==> src/rtl/jsu_pkg.sv <==
// ----------------------------------------------------------------------------
// jsu_pkg
// Shared types and codes for the JSON string unescape unit: result kinds,
// error codes and the command that travels from the decoder to the emitter.
// ----------------------------------------------------------------------------
package jsu_pkg;

	localparam int JSU_QUEUE_DEPTH = 4;

	// result kinds
	localparam logic [1:0] KIND_BYTE  = 2'd0;
	localparam logic [1:0] KIND_CLOSE = 2'd1;
	localparam logic [1:0] KIND_ERROR = 2'd2;

	// error codes
	localparam logic [2:0] ERR_NONE      = 3'd0;
	localparam logic [2:0] ERR_NO_QUOTE  = 3'd1;
	localparam logic [2:0] ERR_UNTERM    = 3'd2;
	localparam logic [2:0] ERR_UNTERM_ES = 3'd3;
	localparam logic [2:0] ERR_UNK_ESC   = 3'd4;
	localparam logic [2:0] ERR_TRUNC_HEX = 3'd5;
	localparam logic [2:0] ERR_BAD_HEX   = 3'd6;

	localparam logic [15:0] CP_REPLACEMENT = 16'hFFFD;

	// results of one input: code point a, then code point b, then a tail
	// raw marks a document byte that goes out as is, without UTF-8 encoding
	typedef struct packed {
		logic        a_v;
		logic        a_raw;
		logic [20:0] a_cp;
		logic        b_v;
		logic        b_raw;
		logic [15:0] b_cp;
		logic        t_v;
		logic [1:0]  t_kind;
		logic [2:0]  t_code;
	} cmd_t;

endpackage

==> src/rtl/jsu_front.sv <==
// ----------------------------------------------------------------------------
// jsu_front
// Byte classifier and escape decoder. Tracks the string state and turns each
// accepted byte that causes results into one command describing all of them.
// ----------------------------------------------------------------------------
module jsu_front import jsu_pkg::*; (
	input  logic       clk,
	input  logic       arst_n,
	input  logic       accept,
	input  logic [7:0] in_byte,
	input  logic       at_end,
	output logic       cmd_v,
	output cmd_t       cmd
);

	localparam logic [2:0] M_IDLE    = 3'd0;
	localparam logic [2:0] M_STR     = 3'd1;
	localparam logic [2:0] M_ESC     = 3'd2;
	localparam logic [2:0] M_HEX     = 3'd3;
	localparam logic [2:0] M_HIGH    = 3'd4;
	localparam logic [2:0] M_HIGH_BS = 3'd5;
	localparam logic [2:0] M_LOW_HEX = 3'd6;

	localparam logic [7:0] CH_QUOTE = 8'h22;
	localparam logic [7:0] CH_BSL   = 8'h5C;
	localparam logic [7:0] CH_U     = 8'h75;

	logic [2:0]  mode_q, mode_d;
	logic [1:0]  hex_count_q, hex_count_d;
	logic [11:0] hex_accum_q, hex_accum_d;
	logic [9:0]  held_high_q, held_high_d;

	logic [4:0]  hex_dig;
	logic [8:0]  esc_dec;
	logic [15:0] v16;
	logic        v_high, v_low;

	// {valid, digit}
	function automatic logic [4:0] hex_digit(input logic [7:0] c);
		logic [4:0] r;
		r = 5'd0;
		if (c >= 8'h30 && c <= 8'h39)
			r = {1'b1, 4'(c - 8'h30)};
		else if (c >= 8'h61 && c <= 8'h66)
			r = {1'b1, 4'(c - 8'h57)};
		else if (c >= 8'h41 && c <= 8'h46)
			r = {1'b1, 4'(c - 8'h37)};
		return r;
	endfunction

	// {valid, decoded byte} for the simple escapes
	function automatic logic [8:0] esc_simple(input logic [7:0] c);
		logic [8:0] r;
		case (c)
			8'h22: r = {1'b1, 8'h22};
			8'h5C: r = {1'b1, 8'h5C};
			8'h2F: r = {1'b1, 8'h2F};
			8'h62: r = {1'b1, 8'h08};
			8'h66: r = {1'b1, 8'h0C};
			8'h6E: r = {1'b1, 8'h0A};
			8'h72: r = {1'b1, 8'h0D};
			8'h74: r = {1'b1, 8'h09};
			default: r = 9'd0;
		endcase
		return r;
	endfunction

	assign hex_dig = hex_digit(in_byte);
	assign esc_dec = esc_simple(in_byte);
	assign v16     = {hex_accum_q, hex_dig[3:0]};
	assign v_high  = (v16[15:10] == 6'b110110);
	assign v_low   = (v16[15:10] == 6'b110111);

	always_comb begin
		cmd         = '0;
		mode_d      = mode_q;
		hex_count_d = hex_count_q;
		hex_accum_d = hex_accum_q;
		held_high_d = held_high_q;
		case (mode_q)
			M_IDLE: begin
				if (at_end || in_byte != CH_QUOTE) begin
					cmd.t_v    = 1'b1;
					cmd.t_kind = KIND_ERROR;
					cmd.t_code = ERR_NO_QUOTE;
				end else begin
					mode_d = M_STR;
				end
			end
			M_STR: begin
				if (at_end) begin
					cmd.t_v    = 1'b1;
					cmd.t_kind = KIND_ERROR;
					cmd.t_code = ERR_UNTERM;
					mode_d     = M_IDLE;
				end else if (in_byte == CH_QUOTE) begin
					cmd.t_v    = 1'b1;
					cmd.t_kind = KIND_CLOSE;
					mode_d     = M_IDLE;
				end else if (in_byte == CH_BSL) begin
					mode_d = M_ESC;
				end else begin
					cmd.a_v   = 1'b1;
					cmd.a_raw = 1'b1;
					cmd.a_cp  = 21'(in_byte);
				end
			end
			M_ESC: begin
				if (at_end) begin
					cmd.t_v    = 1'b1;
					cmd.t_kind = KIND_ERROR;
					cmd.t_code = ERR_UNTERM_ES;
					mode_d     = M_IDLE;
				end else if (esc_dec[8]) begin
					cmd.a_v  = 1'b1;
					cmd.a_cp = 21'(esc_dec[7:0]);
					mode_d   = M_STR;
				end else if (in_byte == CH_U) begin
					mode_d      = M_HEX;
					hex_count_d = 2'd0;
					hex_accum_d = '0;
				end else begin
					cmd.t_v    = 1'b1;
					cmd.t_kind = KIND_ERROR;
					cmd.t_code = ERR_UNK_ESC;
					mode_d     = M_IDLE;
				end
			end
			M_HEX: begin
				if (at_end || !hex_dig[4]) begin
					cmd.t_v    = 1'b1;
					cmd.t_kind = KIND_ERROR;
					cmd.t_code = at_end ? ERR_TRUNC_HEX : ERR_BAD_HEX;
					mode_d     = M_IDLE;
				end else if (hex_count_q != 2'd3) begin
					hex_accum_d = v16[11:0];
					hex_count_d = hex_count_q + 2'd1;
				end else begin
					hex_count_d = 2'd0;
					hex_accum_d = '0;
					if (v_high) begin
						held_high_d = v16[9:0];
						mode_d      = M_HIGH;
					end else begin
						cmd.a_v  = 1'b1;
						cmd.a_cp = 21'(v_low ? CP_REPLACEMENT : v16);
						mode_d   = M_STR;
					end
				end
			end
			M_HIGH: begin
				if (at_end) begin
					cmd.a_v    = 1'b1;
					cmd.a_cp   = 21'(CP_REPLACEMENT);
					cmd.t_v    = 1'b1;
					cmd.t_kind = KIND_ERROR;
					cmd.t_code = ERR_UNTERM;
					mode_d     = M_IDLE;
				end else if (in_byte == CH_BSL) begin
					mode_d = M_HIGH_BS;
				end else begin
					// replacement, then the byte as a string byte
					cmd.a_v  = 1'b1;
					cmd.a_cp = 21'(CP_REPLACEMENT);
					mode_d   = M_STR;
					if (in_byte == CH_QUOTE) begin
						cmd.t_v    = 1'b1;
						cmd.t_kind = KIND_CLOSE;
						mode_d     = M_IDLE;
					end else begin
						cmd.b_v   = 1'b1;
						cmd.b_raw = 1'b1;
						cmd.b_cp  = 16'(in_byte);
					end
				end
			end
			M_HIGH_BS: begin
				if (at_end) begin
					cmd.a_v    = 1'b1;
					cmd.a_cp   = 21'(CP_REPLACEMENT);
					cmd.t_v    = 1'b1;
					cmd.t_kind = KIND_ERROR;
					cmd.t_code = ERR_UNTERM_ES;
					mode_d     = M_IDLE;
				end else if (in_byte == CH_U) begin
					mode_d      = M_LOW_HEX;
					hex_count_d = 2'd0;
					hex_accum_d = '0;
				end else begin
					cmd.a_v  = 1'b1;
					cmd.a_cp = 21'(CP_REPLACEMENT);
					// the byte is taken as an escape character, 'u' cannot occur here
					if (esc_dec[8]) begin
						cmd.b_v  = 1'b1;
						cmd.b_cp = 16'(esc_dec[7:0]);
						mode_d   = M_STR;
					end else begin
						cmd.t_v    = 1'b1;
						cmd.t_kind = KIND_ERROR;
						cmd.t_code = ERR_UNK_ESC;
						mode_d     = M_IDLE;
					end
				end
			end
			M_LOW_HEX: begin
				if (at_end || !hex_dig[4]) begin
					cmd.t_v    = 1'b1;
					cmd.t_kind = KIND_ERROR;
					cmd.t_code = at_end ? ERR_TRUNC_HEX : ERR_BAD_HEX;
					mode_d     = M_IDLE;
				end else if (hex_count_q != 2'd3) begin
					hex_accum_d = v16[11:0];
					hex_count_d = hex_count_q + 2'd1;
				end else begin
					hex_count_d = 2'd0;
					hex_accum_d = '0;
					cmd.a_v     = 1'b1;
					if (v_low) begin
						cmd.a_cp    = 21'h10000 + 21'({held_high_q, v16[9:0]});
						held_high_d = '0;
						mode_d      = M_STR;
					end else begin
						// unpaired high, then the new value on its own, or held if it is a high
						cmd.a_cp = 21'(CP_REPLACEMENT);
						mode_d   = M_STR;
						if (v_high) begin
							held_high_d = v16[9:0];
							mode_d      = M_HIGH;
						end else begin
							held_high_d = '0;
							cmd.b_v     = 1'b1;
							cmd.b_cp    = v_low ? CP_REPLACEMENT : v16;
						end
					end
				end
			end
			default: begin
				mode_d      = M_IDLE;
				hex_count_d = 2'd0;
				hex_accum_d = '0;
				held_high_d = '0;
			end
		endcase
		if (mode_d == M_IDLE) begin
			hex_count_d = 2'd0;
			hex_accum_d = '0;
			held_high_d = '0;
		end
	end

	assign cmd_v = accept && (cmd.a_v || cmd.b_v || cmd.t_v);

	always_ff @(posedge clk or negedge arst_n) begin
		if (!arst_n) begin
			mode_q      <= M_IDLE;
			hex_count_q <= 2'd0;
			hex_accum_q <= '0;
			held_high_q <= '0;
		end else if (accept) begin
			mode_q      <= mode_d;
			hex_count_q <= hex_count_d;
			hex_accum_q <= hex_accum_d;
			held_high_q <= held_high_d;
		end
	end

endmodule

==> src/rtl/jsu_queue.sv <==
// ----------------------------------------------------------------------------
// jsu_queue
// Small command queue between the decoder and the byte emitter.
// ----------------------------------------------------------------------------
module jsu_queue import jsu_pkg::*; #(
	parameter int DEPTH = JSU_QUEUE_DEPTH
) (
	input  logic clk,
	input  logic arst_n,
	input  logic push,
	input  cmd_t din,
	input  logic pop,
	output cmd_t dout,
	output logic empty,
	output logic full
);

	localparam int PW = (DEPTH > 1) ? $clog2(DEPTH) : 1;
	localparam int CW = $clog2(DEPTH + 1);

	cmd_t          mem_q [DEPTH];
	logic [PW-1:0] wr_ptr_q, rd_ptr_q;
	logic [CW-1:0] count_q;
	logic          do_push, do_pop;

	assign empty   = (count_q == '0);
	assign full    = (count_q == CW'(DEPTH));
	assign do_push = push && !full;
	assign do_pop  = pop && !empty;
	assign dout    = mem_q[rd_ptr_q];

	always_ff @(posedge clk) begin
		if (do_push)
			mem_q[wr_ptr_q] <= din;
	end

	always_ff @(posedge clk or negedge arst_n) begin
		if (!arst_n) begin
			wr_ptr_q <= '0;
			rd_ptr_q <= '0;
			count_q  <= '0;
		end else begin
			if (do_push)
				wr_ptr_q <= (wr_ptr_q == PW'(DEPTH - 1)) ? '0 : wr_ptr_q + 1'b1;
			if (do_pop)
				rd_ptr_q <= (rd_ptr_q == PW'(DEPTH - 1)) ? '0 : rd_ptr_q + 1'b1;
			if (do_push && !do_pop)
				count_q <= count_q + 1'b1;
			else if (do_pop && !do_push)
				count_q <= count_q - 1'b1;
		end
	end

endmodule

==> src/rtl/jsu_back.sv <==
// ----------------------------------------------------------------------------
// jsu_back
// Result emitter. Walks one command at a time, one result per cycle while
// results are popped: UTF-8 bytes of the first code point, of the second,
// then the close or error.
module jsu_back import jsu_pkg::*; (
	input  logic       clk,
	input  logic       arst_n,
	input  cmd_t       q_dout,
	input  logic       q_empty,
	output logic       q_pop,
	input  logic       pop,
	output logic       empty,
	output logic [1:0] out_kind,
	output logic [7:0] out_byte,
	output logic [2:0] error_code,
	output logic       last
);

	localparam logic [1:0] SEG_A = 2'd0;
	localparam logic [1:0] SEG_B = 2'd1;
	localparam logic [1:0] SEG_T = 2'd2;

	cmd_t        cur_q;
	logic        cur_v_q;
	logic [1:0]  seg_q;
	logic [1:0]  idx_q;

	logic        out_v_q;
	logic [1:0]  out_kind_q;
	logic [7:0]  out_byte_q;
	logic [2:0]  error_code_q;
	logic        last_q;

	logic [20:0] seg_cp;
	logic        seg_raw;
	logic [1:0]  len_m1;
	logic        seg_end, more, cur_last, advance;
	logic [1:0]  kind_d;
	logic [7:0]  byte_d;
	logic [2:0]  code_d;

	// encoded length minus one
	function automatic logic [1:0] utf8_len(input logic [20:0] cp);
		logic [1:0] r;
		if (cp < 21'h80)
			r = 2'd0;
		else if (cp < 21'h800)
			r = 2'd1;
		else if (cp < 21'h10000)
			r = 2'd2;
		else
			r = 2'd3;
		return r;
	endfunction

	function automatic logic [7:0] utf8_byte(input logic [20:0] cp, input logic [1:0] lm1,
		input logic [1:0] idx);
		logic [7:0] r;
		logic [1:0] from_end;
		from_end = lm1 - idx;
		if (idx == 2'd0) begin
			case (lm1)
				2'd0: r = cp[7:0];
				2'd1: r = 8'hC0 | {3'd0, cp[10:6]};
				2'd2: r = 8'hE0 | {4'd0, cp[15:12]};
				default: r = 8'hF0 | {5'd0, cp[20:18]};
			endcase
		end else begin
			case (from_end)
				2'd0: r = 8'h80 | {2'd0, cp[5:0]};
				2'd1: r = 8'h80 | {2'd0, cp[11:6]};
				default: r = 8'h80 | {2'd0, cp[17:12]};
			endcase
		end
		return r;
	endfunction

	always_comb begin
		seg_cp  = (seg_q == SEG_A) ? cur_q.a_cp : 21'(cur_q.b_cp);
		seg_raw = (seg_q == SEG_A) ? cur_q.a_raw : cur_q.b_raw;
		// raw document bytes go out as a single byte
		len_m1  = seg_raw ? 2'd0 : utf8_len(seg_cp);
		kind_d  = KIND_BYTE;
		byte_d  = '0;
		code_d  = ERR_NONE;
		case (seg_q)
			SEG_A: begin
				seg_end = (idx_q == len_m1);
				more    = cur_q.b_v || cur_q.t_v;
				byte_d  = utf8_byte(seg_cp, len_m1, idx_q);
			end
			SEG_B: begin
				seg_end = (idx_q == len_m1);
				more    = cur_q.t_v;
				byte_d  = utf8_byte(seg_cp, len_m1, idx_q);
			end
			default: begin
				seg_end = 1'b1;
				more    = 1'b0;
				kind_d  = cur_q.t_kind;
				code_d  = (cur_q.t_kind == KIND_ERROR) ? cur_q.t_code : ERR_NONE;
			end
		endcase
	end

	assign cur_last = seg_end && !more;
	assign advance  = cur_v_q && (!out_v_q || pop);
	assign q_pop    = !q_empty && (!cur_v_q || (advance && cur_last));

	always_ff @(posedge clk or negedge arst_n) begin
		if (!arst_n) begin
			cur_v_q <= 1'b0;
			seg_q   <= SEG_A;
			idx_q   <= 2'd0;
			out_v_q <= 1'b0;
		end else begin
			if (q_pop) begin
				cur_v_q <= 1'b1;
				seg_q   <= q_dout.a_v ? SEG_A : (q_dout.b_v ? SEG_B : SEG_T);
				idx_q   <= 2'd0;
			end else if (advance) begin
				if (cur_last) begin
					cur_v_q <= 1'b0;
				end else if (seg_end) begin
					seg_q <= (seg_q == SEG_A && cur_q.b_v) ? SEG_B : SEG_T;
					idx_q <= 2'd0;
				end else begin
					idx_q <= idx_q + 2'd1;
				end
			end
			if (advance)
				out_v_q <= 1'b1;
			else if (pop)
				out_v_q <= 1'b0;
		end
	end

	always_ff @(posedge clk) begin
		if (q_pop)
			cur_q <= q_dout;
		if (advance) begin
			out_kind_q   <= kind_d;
			out_byte_q   <= byte_d;
			error_code_q <= code_d;
			last_q       <= cur_last;
		end
	end

	assign empty      = !out_v_q;
	assign out_kind   = out_kind_q;
	assign out_byte   = out_byte_q;
	assign error_code = error_code_q;
	assign last       = last_q;

endmodule

==> src/rtl/json_string_unescape_utf8_unit.sv <==
// ----------------------------------------------------------------------------
// json_string_unescape_utf8_unit
// JSON string unescaper with UTF-8 output: decoder front, command queue,
// byte emitter back.
//
//   channel   handshake            payload
//   input     push / full          in_byte, at_end
//   result    empty / pop          out_kind, out_byte, error_code, last
//
// one input byte is accepted per cycle while the command queue has room;
// the emitter delivers one result per cycle while results are popped, so the
// bytes of a multi-byte UTF-8 sequence (up to six results per input) back up and the queue absorbs them.
// a result passes the queue, the command register and the output register.
// reset clears the decoder to idle and empties the queue and output register.
// full rises when the queue holds QUEUE_DEPTH commands; a stalled pop backs
// up through the output register into the queue.
// ----------------------------------------------------------------------------
module json_string_unescape_utf8_unit import jsu_pkg::*; #(
	parameter int QUEUE_DEPTH = JSU_QUEUE_DEPTH
) (
	input  logic       clk,
	input  logic       arst_n,
	input  logic       push,
	output logic       full,
	input  logic [7:0] in_byte,
	input  logic       at_end,
	output logic       empty,
	input  logic       pop,
	output logic [1:0] out_kind,
	output logic [7:0] out_byte,
	output logic [2:0] error_code,
	output logic       last
);

	logic accept;
	logic cmd_v;
	cmd_t cmd;
	cmd_t q_dout;
	logic q_empty, q_full, q_pop;

	assign full   = q_full;
	assign accept = push && !q_full;

	jsu_front u_front (
		.clk     (clk),
		.arst_n  (arst_n),
		.accept  (accept),
		.in_byte (in_byte),
		.at_end  (at_end),
		.cmd_v   (cmd_v),
		.cmd     (cmd)
	);

	jsu_queue #(
		.DEPTH (QUEUE_DEPTH)
	) u_queue (
		.clk    (clk),
		.arst_n (arst_n),
		.push   (cmd_v),
		.din    (cmd),
		.pop    (q_pop),
		.dout   (q_dout),
		.empty  (q_empty),
		.full   (q_full)
	);

	jsu_back u_back (
		.clk        (clk),
		.arst_n     (arst_n),
		.q_dout     (q_dout),
		.q_empty    (q_empty),
		.q_pop      (q_pop),
		.pop        (pop),
		.empty      (empty),
		.out_kind   (out_kind),
		.out_byte   (out_byte),
		.error_code (error_code),
		.last       (last)
	);

endmodule

==> config.mk <==
export PLATFORM = sky130hd
export DESIGN_NAME = json_string_unescape_utf8_unit
export DESIGN_NICKNAME = d
export VERILOG_FILES = /design/src/rtl/jsu_pkg.sv /design/src/rtl/jsu_front.sv /design/src/rtl/jsu_queue.sv /design/src/rtl/jsu_back.sv /design/src/rtl/json_string_unescape_utf8_unit.sv
export SDC_FILE = /design/constraint.sdc
export NUM_CORES = 1
export LEC_CHECK = 0
export ABC_AREA = 1
export BUFFER_PORTS_ARGS = -buffer_cell sky130_fd_sc_hd__clkbuf_2
export CELL_PAD_IN_SITES_DETAIL_PLACEMENT = 2
export CELL_PAD_IN_SITES_GLOBAL_PLACEMENT = 2
export CORE_MARGIN = 4
export CORE_UTILIZATION = 45
export CTS_CLUSTER_DIAMETER = 100
export CTS_CLUSTER_SIZE = 10
export DETAILED_ROUTE_END_ITERATION = 8
export PLACE_DENSITY = 0.93
export SKIP_LAST_GASP = 1
export SLEW_MARGIN = 20
export SYNTH_ARGS = -nofsm -noshare
export SYNTH_HDL_FRONTEND = slang
export SYNTH_SLANG_ARGS = --single-unit
==> constraint.sdc <==
create_clock -name clk -period 9.1 [get_ports clk]
set_clock_uncertainty 0.05 [all_clocks]
set_input_delay 1.365 -clock clk [delete_from_list [all_inputs] [get_ports clk]]
set_output_delay 1.365 -clock clk [all_outputs]
set_load 0.01 [all_outputs]
### Word level (Yosys, flattened, before mapping)

Memory sizes are Yosys's and may differ from the RTL's.
Index checks and enable logic that the tools add are counted.

* bits in latches: 0
* output and inout bits: 16
* bits in registers: 100
* bits in read-only memories: 0
* memories kept: 1
* bits of input ports: 13
* word-level logic and storage cells: 275
* bits in writable memories: 188

* $add $sub $neg: 11
* eq/ne operators: 40
* magnitude comparators: 9
* mux-type cells: 139
* reductions and logical operators: 51
* bitwise logic cells: 1
* div/mod/pow operators: 0
* multipliers: 0
* shifts and indexed selects: 0

Memory list
* u_queue.mem_q: words 4, width 47, read ports 1, clocked after memory_dff 0, wr ports 1, line jsu_queue.sv:21 `cmd_t mem_q [DEPTH];`

Operators with widths (count)
* 2-to-1 mux 21 bit: 8
* one-hot mux 21 bit (6 select lines): 1
* 2-to-1 mux 16 bit: 6
* 2-to-1 mux 12 bit: 7
* 2-to-1 mux 10 bit: 8
* one-hot mux 9 bit (8 select lines): 1
* 2-to-1 mux 23 bit: 3
* 2-to-1 mux 22 bit: 3
* 2-to-1 mux 3 bit: 20
* == test 8 x 7 -> 1 bit (second input constant): 7
* 2-to-1 mux 2 bit: 27
* one-hot mux 12 bit (4 select lines): 1
* one-hot mux 16 bit (3 select lines): 1
* 2-to-1 mux 6 bit: 7
* 2-to-1 mux 37 bit: 1
* 2-to-1 mux 18 bit: 2
* one-hot mux 6 bit (6 select lines): 1
* one-hot mux 10 bit (3 select lines): 1
* 2-to-1 mux 1 bit: 27
* 2-to-1 mux 8 bit: 3
* one-hot mux 8 bit (3 select lines): 1
* adder 17 x 20 -> 21 bit (first input constant): 1
* < comparator 21 x 12 -> 1 bit (second input constant): 1
* < comparator 21 x 17 -> 1 bit (second input constant): 1
* other kinds (47): 112

### Depth between registers and ports, before layout

Gate-level depths: netlist (run 1).

* depth in word-level cells: 18
* depth in mapped cells: 23
* gate-level depth less buffers: 22

### Cells and area by module

A second synthesis (run 1) with hierarchy kept.

* cells, all modules: 1393
* area, all modules: 14370.0 um^2

By module, submodules not included
* jsu_queue: area each 8207.9 um^2, cells each 609, instances 1
* jsu_back: area each 3198.1 um^2, cells each 292, instances 1
* jsu_front: area each 2954.1 um^2, cells each 490, instances 1
* json_string_unescape_utf8_unit: area each 10.0 um^2, cells each 2, instances 1

### Worst setup path after synthesis (run 1)

Ideal clock, no wire load.

* kind: input -> register
* start: input in_byte[0]
* end: memory u_queue.mem_q[0][0] in the netlist's numbering (enable)
* library setup time: 452 ps
* path slack: 3890 ps
* buffers on the path: 0
* stages on the path: 15
* arrival: 4708 ps
* cell sequence: inv_1 > ha_1 > nand2_1 > inv_2 > nand2_2 > inv_2 > nor2_4 > nand2_1 > nor2_2 > inv_1 > nand3_1 > nor3_2 > nand2_1 > nand2_2 > nor2_1

* word-level cells in the longest chain between the ends: 15
* elaborated cells between the ends (all ways): 63
* classes of those cells: 6 x order compare; 10 x eq/ne; 37 x mux; 10 x reduce/logical

RTL lines
* start, declared: line json_string_unescape_utf8_unit.sv:25 `input logic [7:0] in_byte,`
* >= comparator 8 x 7 -> 1 bit / less-or-equal comparator 8 x 7 -> 1 bit (equally long branches): line jsu_front.sv:46 `else if (c >= 8'h41 && c <= 8'h46)`
* logical AND 1 bit: line jsu_front.sv:46
* 2-to-1 mux 5 bit: line jsu_front.sv:46
* 2-to-1 mux 5 bit: line jsu_front.sv:44 `else if (c >= 8'h61 && c <= 8'h66)`
* 2-to-1 mux 5 bit: line jsu_front.sv:42 `if (c >= 8'h30 && c <= 8'h39)`
* logical NOT 1 bit: line jsu_front.sv:130, jsu_front.sv:206
* logical OR 1 bit: line jsu_front.sv:130, jsu_front.sv:206
* 2-to-1 mux 1 bit, or another cell as far along: line jsu_front.sv:206 `if (at_end || !hex_dig[4]) begin`
* one-hot mux 1 bit (6 select lines) / one-hot mux 1 bit (3 select lines) (equally long branches): line jsu_front.sv:80 `case (mode_q)`
* logical OR 1 bit: line jsu_front.sv:251 `assign cmd_v = accept && (cmd.a_v || cmd.b_v || cmd.t_v);`
* logical OR 1 bit (*): line jsu_front.sv:251
* logical AND 1 bit (*): line jsu_front.sv:251
* logical AND 1 bit (*): line jsu_queue.sv:28 `assign do_push = push && !full;`
* 2-to-1 mux 1 bit (*): line jsu_queue.sv:33 `if (do_push)`
* 2-to-1 mux 1 bit (implied by the code) (*): line jsu_queue.sv:34 `mem_q[wr_ptr_q] <= din;`
* end, declared: line jsu_queue.sv:21

Every way passes the cells marked *; elsewhere a longest branch is shown, timed or not.

### Worst setup path after layout (run 1)

* start: register u_back.seg_q[1]
* end: register u_queue.rd_ptr_q[1]

* word-level cells in the longest chain between the ends: 14
* elaborated cells between the ends (all ways): 21
* classes of those cells: 3 x order compare; 2 x eq/ne; 8 x mux; 8 x reduce/logical

RTL lines
* start, declared: line jsu_back.sv:26 `logic [1:0] seg_q;`
* start signal, assigned: line jsu_back.sv:120 `seg_q <= q_dout.a_v ? SEG_A : (q_dout.b_v ? SEG_B : SEG_T);`
* start signal, assigned: line jsu_back.sv:126 `seg_q <= (seg_q == SEG_A && cur_q.b_v) ? SEG_B : SEG_T;`
* logical NOT 2 bit: line jsu_back.sv:80, jsu_back.sv:81, jsu_back.sv:87
* 2-to-1 mux 21 bit: line jsu_back.sv:80 `seg_cp = (seg_q == SEG_A) ? cur_q.a_cp : 21'(cur_q.b_cp);`
* < comparator 21 x 17 -> 1 bit: line jsu_back.sv:50 `else if (cp < 21'h10000)`
* 2-to-1 mux 1 bit: line jsu_back.sv:50
* 2-to-1 mux 2 bit: line jsu_back.sv:48 `else if (cp < 21'h800)`
* 2-to-1 mux 2 bit: line jsu_back.sv:46 `if (cp < 21'h80)`
* 2-to-1 mux 2 bit: line jsu_back.sv:83 `len_m1 = seg_raw ? 2'd0 : utf8_len(seg_cp);`
* == test 2 bit: line jsu_back.sv:89, jsu_back.sv:94
* 2-to-1 mux 1 bit
* logical AND 1 bit (*): line jsu_back.sv:107 `assign cur_last = seg_end && !more;`
* logical AND 1 bit (*): line jsu_back.sv:109 `assign q_pop = !q_empty && (!cur_v_q || (advance && cur_last));`
* logical OR 1 bit (*): line jsu_back.sv:109
* logical AND 1 bit (*): line jsu_back.sv:109
* named net q_pop: line json_string_unescape_utf8_unit.sv:39 `logic q_empty, q_full, q_pop;`
* logical AND 1 bit (*): line jsu_queue.sv:29 `assign do_pop = pop && !empty;`
* end signal, assigned: line jsu_queue.sv:46 `rd_ptr_q <= (rd_ptr_q == PW'(DEPTH - 1)) ? '0 : rd_ptr_q + 1'b1;`
* end, declared: line jsu_queue.sv:22 `logic [PW-1:0] wr_ptr_q, rd_ptr_q;`

The timed path passes the listed nets; every way through them passes the cells marked *.
A chain may end at the register's enable or synchronous reset.

==> results by group, run 1 <==
Outcome
  • Status: finished, final reports clean

Synthesis
  • Post-synthesis register bit count: 288
  • Sequential area share after synthesis: 0.6311
  • Top-area cell type share of the netlist area: 0.5563
  • Main synth FF type: edfxtp_1
  • EDFF count, synth: 248
  • Synth cell types: 54
  • Synthesized area per cell: 10.39 µm²
  • Post-Synthesis Cells: 1288
  • Post-synth ARST share: 0.1389
  • Yosys Warn Count: 0
  • Syn nets: 1320
  • Cell taking the most area after synthesis: edfxtp_1
  • Synthesized area: 13390 µm²
  • Top post-synthesis cells by area: edfxtp_1, dfrtp_1, nand2_1

Drt
  • Final WL: 52.95 mm
  • Initial DRC Count: 1224
  • Vias/cell: 6.281
  • DRC viols: 0
  • Wire length per cell: 31.00 µm
  • Post-route ant nets: 0
  • DRT Pass-1 Iters: 5
  • Vias: 10730

Timing
  • Final setup viols: 0
  • Final worst-path cycle share: 0.5951
  • Pins Over Slew Limit: 0
  • PnR worst setup slack: 3685 ps
  • Setup_tns: 0 ps
  • Tmin final: 5415 ps
  • Fmax: 184.7 MHz
  • Worst-Margin Slew: 1139 ps
  • Relative slew margins: 0.2349
  • Endpoints failing hold: 0
  • RSZ-0062 raised after global routing: false

Finish
  • Final nets: 1339
  • Multi-input logic area: 4245 µm²
  • Synthesis-to-finish area growth: 10.80%
  • Fraction of layout cells with a size suffix above 1: 0.1156
  • Storage element area: 8449 µm²
  • # diodes: 0
  • Fill cells: 2947

Clock tree
  • Longest Clk Path Bufs: 3
  • CTS Root Cell: clkbuf_16
  • Total CTS buffers: 34
  • Post-cts hold buffer count: 0
  • Postcts setup bufs: 0
  • CTS resizes: 0
  • Clock Sinks: 288
  • Worst-Skew Late Latency: 540 ps
  • H-tree Lvls: 2
  • CTS tree: yes
  • Clk slew on worst S/H paths: 70 ps

Worst hold path
  • WHS Path Cells: 2
  • Sink of the worst hold path: u_front.hex_count_q[1]
  • Min-delay src: u_front.hex_count_q[1]
  • HP Class: flop to flop

Global route
  • Gr ovfl total: 0
  • Initial antenna violation count: 1
  • Gr usage total: 0.3216
  • Vias in the first global route: 11830
  • First-pass GRT wire length: 79.52 mm
  • Largest net degree at the start of global routing: 97

Critical path
  • CP max stage delay: 790 ps
  • Critical Path Fanout Max: 50
  • Crit. End Element: flop
  • WP data required: 9450 ps
  • R2r setup slk: 3680 ps
  • R2r startpoint: u_back.seg_q[1]
  • R2R cell count: 16
  • Startpoint types: flop
  • Cell Chain, Critical Path: inv_2 > nand2_2 > or2_2 > o21ai_0 > inv_1 > o41ai_1 > nand2_1 > nand2_1 > ha_1 > nand3_1 > nand2_2 > nand3_1 > nand2_2 > nand2_4 > clkinv_2 > o21ai_1
  • CP Buf/Inv Count: 3
  • Arr. time, crit path: 5760 ps
  • Top cell by count, worst path: nand2_2
  • CP top delay family: simple AND/OR/NAND/NOR gates
  • Worst R2R End: u_queue.rd_ptr_q[1]
  • CP Class: flop to flop
  • CP max-delay cell: clkinv_2

Placement
  • Buffers on Ports: 28
  • Setup WS pre-CTS: 4039 ps
  • DP HPWL: 34.14 mm
  • Routability cong.: 0.8756

Run
  • Max-cap violations: 0

Die
  • Top Ports: 29
  • Height of the die: 180.5 µm
  • CORE AREA: 29010 µm²
  • Initial core utilization: 0.4614
  • FP Rows: 62
  • DIE WIDTH: 180.5 µm
  • Die area: 32570 µm²

Pwr
  • Peak supply drop: 0.1473 mV
  • Pleak: 5.736 nW
  • Power Density: 351.9 nW/µm²
worst min-delay path, stage by stage, from the launching register on:
cell     delay, ps
dfrtp_1        350
nand2_1         60
nand2_1         50
final cells by class:
class                      instances  share of cell area
tap                              384             0.03239
timing repair buffer              39             0.01501
clock inverter                     3            0.002446
sequential                       288              0.5696
inverter                         123             0.03146
clock buffer                      50             0.06284
multi-input combinational        821              0.2862
cell usage after synthesis (2+ instances only):
cell type,n
nor2_2,11
xor2_1,2
nand2_4,8
a21oi_1,19
o221ai_1,3
nand4_1,33
o41ai_1,2
or2_2,4
nor2_1,151
inv_1,110
nand2_1,219
a22oi_1,2
o22ai_1,47
nand3_1,61
a31oi_1,3
mux2i_1,3
nor2_4,5
o311ai_0,2
buf_6,4
buf_4,4
edfxtp_1,248
dfrtp_1,40
ha_1,18
nor3_1,21
inv_2,10
o21ai_0,144
o211ai_1,10
clkbuf_1,40
nand2_2,19
o21ai_1,8
buf_2,7
nand3_2,3
nor3_2,3
o2111ai_1,4
per-layer routing:
layer | track usage | vias to the layer above | wire [µm]
met5 | 0 | - | 0
met2 | 0.5481 | 532 | 26200
met1 | 0.4025 | 5497 | 20560
met4 | 0.1491 | 0 | 2846
met3 | 0.05309 | 163 | 3341
li1 | - | 4536 | -
where the power goes:
part	switching (mW)	internal, mW
Clock	0.567	0.708
Sequential	0.173	1.86
Combinational	1.45	0.457
flip-flops by register name, indices dropped and copies added (netlist names):
| name | cells |
|---|---|
| u_queue.count_q | 3 |
| u_back.out_kind | 2 |
| u_queue.mem_q | 188 |
| u_back.seg_q | 2 |
| u_front.held_high_q | 10 |
| u_back.error_code | 3 |
| u_back.idx_q | 2 |
| u_front.mode_q | 3 |
| u_queue.rd_ptr_q | 2 |
| u_front.hex_count_q | 2 |
| u_back.last | 1 |
| u_back.out_byte | 8 |
| u_back.cur_v_q | 1 |
| u_queue.wr_ptr_q | 2 |
| u_back.out_v_q | 1 |
| u_front.hex_accum_q | 12 |
| u_back.cur_q | 46 |
stage by stage:
step / instances / power (mW) / util / hold WS (ps) / area, µm²
detailed placement: 1655 / 3.824 / 0.4776 / 418.2 / 13860
CTS: 1708 / 5.207 / 0.5110 / 429.7 / 14820
global placement: 1655 / 3.524 / 0.4776 / 401.8 / 13860
finish: 1708 / 5.220 / 0.5113 / 431.2 / 14830
global route: 1708 / 5.459 / 0.5113 / 472.8 / 14830
floorplan: 1288 / 3.090 / - / 386.7 / 13390
worst max-delay path by stage:
stage	end	cells past startpoint	startpoint
3_3_place_gp	u_queue.count_q[2]	21	in_byte[1]
4_1_cts	u_queue.rd_ptr_q[1]	16	u_back.seg_q[1]
2_1_floorplan	u_queue.mem_q[0][0]	15	in_byte[0]
6_report	u_queue.rd_ptr_q[1]	16	u_back.seg_q[1]
3_5_place_dp	u_queue.count_q[2]	21	in_byte[1]
5_1_grt	u_queue.rd_ptr_q[1]	16	u_back.seg_q[1]
placed cells by master (no fill, tap or decap), types with 3 or more instances in the layout:
cell / instances
a21oi_1: 19
a31oi_1: 3
buf_4: 11
clkbuf_1: 15
clkbuf_16: 35
clkbuf_2: 28
dfrtp_1: 39
edfxtp_1: 248
ha_1: 18
inv_1: 109
inv_2: 10
mux2i_1: 3
nand2_1: 219
nand2_2: 19
nand2_4: 8
nand3_1: 61
nand3_2: 3
nand4_1: 33
nor2_1: 147
nor2_2: 11
nor2_4: 9
nor3_1: 21
nor3_2: 3
o2111ai_1: 4
o211ai_1: 10
o21ai_0: 144
o21ai_1: 8
o221ai_1: 3
o22ai_1: 47
or2_2: 4
kinds of logic after synthesis:
kind of cell | after synthesis | synth area share
AOI/OAI and AO/OA | 252 | 0.1062
and+or+nand+nor | 543 | 0.1848
DFF | 288 | 0.6311
xor gates and xnor gates | 3 | 0.001963
adders and majority gates | 19 | 0.01832
buffers and inverters | 179 | 0.05458
muxes | 4 | 0.003084
Note: power is estimated with default switching activity, not from simulation.
==> inputs of run 2 (changes only) <==
CORE_UTILIZATION = 42   (was 45)
PLACE_DENSITY = 0.88   (was 0.93)
clock period = 5.1 ns   (was 9.1 ns; I/O delays follow)
==> results by group, run 2 (synthesis results as in run 1) <==
Die
  • Height of the die: 186.5 µm (+3.4%)
  • CORE AREA: 31470 µm² (+8.5%)
  • DIE WIDTH: 186.5 µm (+3.4%)
  • Die area: 34790 µm² (+6.8%)
  • Top Ports: 29 (unchanged)
  • FP Rows: 65 (+4.8%)
  • Initial core utilization: 0.4253 (-0.03608)

Pwr
  • Seq pwr share: 0.400 (+0.010)
  • Sw Share: 0.4014 (-0.01852)
  • Pleak: 5.791 nW (+0.96%)
  • Total power: 9.051 mW (+73%)
  • Clock share of power: 0.248 (+0.004)
  • Power Density: 603.4 nW/µm² (+71%)
  • Logic pwr share: 0.353 (-0.013)
  • Int Pwr: 5.418 mW (+79%)
  • Peak supply drop: 0.2940 mV (+100%)
  • Switch Pwr: 3.633 mW (+66%)

Finish
  • Fraction of layout cells with a size suffix above 1: 0.1201 (+0.004501)
  • # diodes: 0 (unchanged)
  • Synthesis-to-finish area growth: 12.05%
  • Final nets: 1348 (+0.67%)
  • Biggest registers after layout: u_queue.mem_q x188, u_back.cur_q x46, u_front.hex_accum_q x12
  • Biggest register: u_queue.mem_q
  • Most frequent cells in the layout: edfxtp_1, nand2_1, nor2_1, o21ai_0, inv_1
  • Most common cell after layout, fill and taps aside: edfxtp_1
  • Max FFs per register: 188 (unchanged)

Clock tree
  • Worst-Skew Late Latency: 530 ps (about the same)
  • Postcts setup bufs: 0 (unchanged)
  • CTS Root Cell: clkbuf_16
  • CTS tree: yes
  • Clk slew on worst S/H paths: 60 ps (about the same)
  • H-tree Lvls: 2 (unchanged)
  • Clock Sinks: 288 (unchanged)
  • Total CTS buffers: 34 (unchanged)
  • Post-cts hold buffer count: 0 (unchanged)
  • CTS resizes: 0 (unchanged)
  • Longest Clk Path Bufs: 3 (unchanged)

Timing
  • Relative slew margins: 0.2873 (+0.05235)
  • Final worst-path cycle share: 0.8988 (+0.3037)
  • PnR worst setup slack: 516.2 ps (-3168 ps)
  • Tmin final: 4584 ps (-831.7 ps)
  • Endpoints failing hold: 0 (unchanged)
  • Final setup viols: 0 (unchanged)
  • Pins Over Slew Limit: 0 (unchanged)
  • RSZ-0062 raised after global routing: false
  • Fmax: 218.2 MHz (+18%)
  • Setup_tns: 0 ps (unchanged)
  • Worst-Margin Slew: 1055 ps (-83.57 ps)

Critical path
  • Cell Chain, Critical Path: inv_2 > nand2_2 > or2_2 > o21ai_0 > inv_1 > o41ai_1 > nand2_1 > nand2_1 > ha_1 > nand3_1 > nand2_2 > nand3_1 > nand2_2 > nand2_4 > ha_1 > inv_1 > fa_1 > a21oi_1 > o21ai_0 > xor2_1
  • R2r startpoint: u_back.seg_q[1]
  • R2r setup slk: 520 ps (-3170 ps)
  • CP Class: flop to flop
  • Arr. time, crit path: 4910 ps (-850 ps)
  • Worst R2R End: u_queue.count_q[2]
  • R2R cell count: 20 (+4)
  • WP data required: 5430 ps (-4020 ps)
  • Startpoint types: flop
  • Top cell by count, worst path: nand2_2
  • CP max stage delay: 460 ps (-330 ps)
  • CP max-delay cell: dfrtp_1
  • Critical Path Fanout Max: 13 (-74%)
  • Crit. End Element: flop

Placement
  • Buffers on Ports: 28 (unchanged)
  • Routability cong.: 0.9148 (+4.5%)
  • DP HPWL: 32.92 mm (-3.6%)
  • Setup WS pre-CTS: 637.6 ps (-3401 ps)

Run
  • Max-cap violations: 0 (unchanged)

Global route
  • Initial antenna violation count: 0 (-1)
  • Vias in the first global route: 11510 (-2.7%)
  • Gr usage total: 0.2743 (-0.04728)
  • Gr ovfl total: 0 (unchanged)
  • First-pass GRT wire length: 73.40 mm (-7.7%)
  • Largest net degree at the start of global routing: 64 (-34%)

Drt
  • Vias: 10400 (-3.0%)
  • Initial DRC Count: 804 (-34%)
  • Final WL: 48.25 mm (-8.9%)
  • DRT Pass-1 Iters: 5 (unchanged)
  • Post-route ant nets: 0 (unchanged)
  • Vias/cell: 5.967 (-5.0%)
  • Wire length per cell: 27.68 µm (-11%)
  • DRC viols: 0 (unchanged)

Outcome
  • Status: finished, final reports clean

Worst hold path
  • HP Class: input pin to async pin
-- run 2: cell count changes in the layout (fill, tap and decap cells not counted), sizes merged --
cell	before	now
buf	11	20
clkbuf	78	85
inv	120	121
-- run 2: layout make-up --
type / instances / area [µm²]
well taps: 402 / 503.0
multi-input cells: 821 / 4238
clock inverters: 4 / 66.31
repair buffers: 48 / 340.3
flip-flops and latches: 288 / 8449
fillers: 3241 / 16470
clock buffers: 57 / 937.1
inverters: 123 / 465.4
-- run 2: worst max path at each step --
stage,startpoint,endpoint,slack [ps],depth (start not counted)
6_report,u_back.seg_q[1],u_queue.count_q[2],520,20
4_1_cts,u_back.seg_q[1],u_queue.count_q[2],530,20
3_3_place_gp,u_back.seg_q[1],u_queue.count_q[2],1040,18
3_5_place_dp,u_back.seg_q[1],u_queue.count_q[1],640,15
5_1_grt,u_back.seg_q[1],u_queue.count_q[2],280,20
2_1_floorplan,in_byte[0],u_queue.mem_q[0][0],490,15
-- run 2: per-layer routing --
metal / vias up / share of wire / track usage / routed length (µm)
li1: 4571 / - / - / -
met1: 5329 / 0.40 / 0.3417 / 19130
met2: 383 / 0.50 / 0.4765 / 24050
met3: 118 / 0.057 / 0.04377 / 2763
met4: 0 / 0.048 / 0.1180 / 2310
met5: - / 0 / 0 / 0
-- run 2: critical path, delay by kind of cell (launching register included) --
family / cells / cell delay (ps)
AOI/OAI and AO/OA: 4 / 850
xor gates and xnor gates: 1 / 180
adders and majority gates: 3 / 970
buffers and inverters: 3 / 380
DFF: 1 / 460
and+or+nand+nor: 9 / 1550
-- run 2: metrics by stage --
step / instances / utilization / hold slack [ps] / cell area [µm²]
3_3_place_gp: 1682 / 0.4447 / 403.1 / 14000
4_1_cts: 1743 / 0.4766 / 314.6 / 15000
2_1_floorplan: 1288 / - / 386.7 / 13390
5_1_grt: 1743 / 0.4766 / 348.2 / 15000
6_report: 1743 / 0.4766 / 309.3 / 15000
3_5_place_dp: 1682 / 0.4447 / 409.0 / 14000
-- run 2: power by group through the flow --
stage | sequential [mW] | combinational (mW) | clock [mW]
floorplan | 3.51 | 2.00 | 0
global placement | 3.57 | 2.81 | 0
detailed placement | 3.65 | 3.15 | 0
CTS | 3.62 | 3.19 | 2.28
global route | 3.66 | 3.49 | 2.39
finish | 3.62 | 3.19 | 2.24
==> inputs of run 3 (changes only) <==
ABC_AREA = default   (was 1)
CORE_UTILIZATION = 30   (was 42)
PLACE_DENSITY = 0.63   (was 0.88)
==> results by group, run 3 <==
Critical path
  • R2R cell count: 17 (-15%)
  • Crit. End Element: flop
  • WP data required: 5450 ps (+20 ps)
  • Arr. time, crit path: 4710 ps (-200 ps)
  • Crit path to: u_queue.count_q[2]
  • CP Class: flop to flop
  • Critical Path Fanout Max: 13 (unchanged)
  • Startpoint types: flop
  • Crit path from: u_back.seg_q[0]
  • Worst R2R End: u_queue.count_q[2]
  • R2r setup slk: 740 ps (+220 ps)
  • R2r startpoint: u_back.seg_q[0]

Finish
  • Fill cells: 4286 (+32%)
  • Post-route design area: 14870 µm² (-0.88%)
  • Biggest registers after layout: u_queue.mem_q x188, u_back.cur_q x46, u_front.hex_accum_q x12
  • Finished Layout Cells: 1506 (-14%)
  • # diodes: 0 (unchanged)
  • Max FFs per register: 188 (unchanged)
  • Biggest register: u_queue.mem_q
  • Final nets: 937 (-30%)
  • Fraction of layout cells with a size suffix above 1: 0.1981 (+0.07800)
  • Synthesis-to-finish area growth: 14.81%
  • Most common cell after layout, fill and taps aside: edfxtp_1
  • Most frequent cells in the layout: edfxtp_1, nor2_1, nand2_1, mux4_2, dfrtp_1

Outcome
  • Status: finished, final reports clean

Clock tree
  • CTS tree: yes
  • Longest Clk Path Bufs: 3 (unchanged)
  • Clk slew on worst S/H paths: 60 ps (about the same)
  • Postcts setup bufs: 0 (unchanged)
  • CTS resizes: 0 (unchanged)
  • H-tree Lvls: 2 (unchanged)
  • Total CTS buffers: 34 (unchanged)
  • Worst-Skew Late Latency: 500 ps (-30 ps)
  • Clock Sinks: 288 (unchanged)
  • Post-cts hold buffer count: 0 (unchanged)
  • CTS Root Cell: clkbuf_16

Synthesis
  • Synth cell types: 85 (+57%)
  • Top post-synthesis cells by area: edfxtp_1, mux4_2, dfrtp_1
  • Post-Synthesis Cells: 863 (-33%)
  • XOR/XNOR Fraction of Synth Area: 0.007440 (+0.005477)
  • Synthesized area per cell: 15.01 µm² (+44%)
  • Post-synthesis simple-gate area fraction: 0.09333 (-0.09145)
  • Post-synthesis compound-gate area fraction: 0.1020 (-0.004149)
  • Post-synthesis register bit count: 288 (unchanged)
  • Top-area cell type share of the netlist area: 0.5751 (+0.01876)
  • Syn nets: 895 (-32%)
  • Post-synthesis mux area share: 0.1054 (+0.1023)
  • Cell taking the most area after synthesis: edfxtp_1
  • Sequential area share after synthesis: 0.6524 (+0.02128)
  • Yosys Warn Count: 0 (unchanged)
  • Post-synth ARST share: 0.1389 (unchanged)
  • Most common cell in the netlist: edfxtp_1
  • Main synth FF type: edfxtp_1
  • Largest family of logic cells by synthesized area: multiplexers
  • Synthesized-area fraction occupied by adder cells: 0.01894 (+0.0006177)
  • Synthesized area: 12950 µm² (-3.3%)
  • Commonest cells in the netlist: edfxtp_1, nor2_1, nand2_1, mux4_2, dfrtp_1
  • EDFF count, synth: 248 (unchanged)

Timing
  • Setup_tns: 0 ps (unchanged)
  • Fmax: 229.3 MHz (+5.1%)
  • Tmin final: 4360 ps (-223.4 ps)
  • Final setup viols: 0 (unchanged)
  • Endpoints failing hold: 0 (unchanged)
  • WHS: 333.3 ps (+24.08 ps)
  • Relative slew margins: 0.3205 (+0.03326)
  • Worst-Margin Slew: 1010 ps (-45.40 ps)
  • Pins Over Slew Limit: 0 (unchanged)
  • RSZ-0062 raised after global routing: false
  • Final worst-path cycle share: 0.8550 (-0.04381)

Die
  • Initial core utilization: 0.3060 (-0.1193)
  • FP Rows: 75 (+15%)
  • DIE WIDTH: 215.8 µm (+16%)
  • Top Ports: 29 (unchanged)
  • Height of the die: 215.8 µm (+16%)
  • Die area: 46550 µm² (+34%)
  • CORE AREA: 42320 µm² (+34%)

Placement
  • DP HPWL: 25.38 mm (-23%)
  • Post-DP Area: 13880 µm² (-0.80%)
  • Buffers on Ports: 28 (unchanged)
  • Routability cong.: 0.8498 (-7.1%)
  • Inst Count DP: 1446 (-14%)

Drt
  • Vias: 7843 (-25%)
  • DRT Pass-1 Iters: 5 (unchanged)
  • Initial DRC Count: 518 (-36%)
  • Vias/cell: 5.208 (-13%)
  • DRC viols: 0 (unchanged)
  • Post-route ant nets: 0 (unchanged)
  • Wire length per cell: 23.96 µm (-13%)
  • Final WL: 36.08 mm (-25%)

Global route
  • Gr ovfl total: 0 (unchanged)
  • Initial antenna violation count: 0 (unchanged)
  • First-pass GRT wire length: 55.48 mm (-24%)
  • Largest net degree at the start of global routing: 55 (-14%)
  • Gr usage total: 0.1547 (-0.1196)
  • Vias in the first global route: 8598 (-25%)

Worst hold path
  • HP Class: input pin to async pin

Pwr
  • Peak supply drop: 0.2367 mV (-19%)
  • Pleak: 5.170 nW (-11%)
  • Power Density: 572.4 nW/µm² (-5.1%)

Run
  • Max-cap violations: 0 (unchanged)
run 3: power by group:
| part | total [mW] | leakage (nW) | switching, mW | internal (mW) |
|---|---|---|---|---|
| sequential | 3.61 | 2.94 | 0.291 | 3.32 |
| clock | 2.19 | 0.470 | 0.899 | 1.29 |
| combinational | 2.71 | 1.76 | 1.61 | 1.09 |
run 3: worst min-delay path by stage:
stage,start,endpoint,depth (start not counted)
5_1_grt,arst_n,u_front.hex_count_q[1],2
2_1_floorplan,u_back.cur_v_q,u_back.out_v_q,1
4_1_cts,arst_n,u_back.idx_q[0],2
3_3_place_gp,u_back.cur_v_q,u_back.out_v_q,1
6_report,arst_n,u_front.hex_count_q[1],2
3_5_place_dp,u_back.cur_v_q,u_back.out_v_q,1
run 3: per-stage QoR:
stage	worst slack [ps]	total power, mW	util
after floorplan	17.70	5.415	-
after global placement	694.8	6.282	0.3280
after detailed placement	498.0	6.407	0.3280
after CTS	699.3	8.648	0.3513
after global routing	491.7	8.988	0.3513
final	739.6	8.510	0.3513
run 3: cell type report:
class | count | area, µm² | area share
clock buffer | 59 | 975.9 | 0.06564
clock inverter | 1 | 8.758 | 0.0005891
inverter | 20 | 75.07 | 0.005049
multi-input combinational | 509 | 4263 | 0.2867
sequential | 288 | 8453 | 0.5685
tap | 577 | 721.9 | 0.04856
timing repair buffer | 52 | 370.4 | 0.02491
run 3: critical path, cell delays in order, from the launching register on:
cell      delay, ps
dfrtp_1         440
nor2_2          280
buf_4           260
mux2_2          380
or3_1           350
a22o_1          210
nand2_1         150
ha_1            260
and3b_1         220
nand4b_1        180
a31oi_4         110
inv_1           190
ha_1            230
inv_1            80
fa_1            410
xor2_1          180
nor2_1          110
xor2_1          190
run 3: cells by family after synthesis:
family	count (synthesis)
DFF	288
and+or+nand+nor	225
AOI/OAI and AO/OA	180
muxes	74
buffers and inverters	66
adders and majority gates	19
xor gates and xnor gates	11
run 3: routing by layer:
layer  vias to the layer above  global-route usage  routed length [µm]
li1                       3515                   -                   -
met1                      4146              0.2126               16530
met2                       136              0.2593               17640
met3                        46             0.01913                 990
met4                         0             0.04402                 916
met5                         -                   0                   0
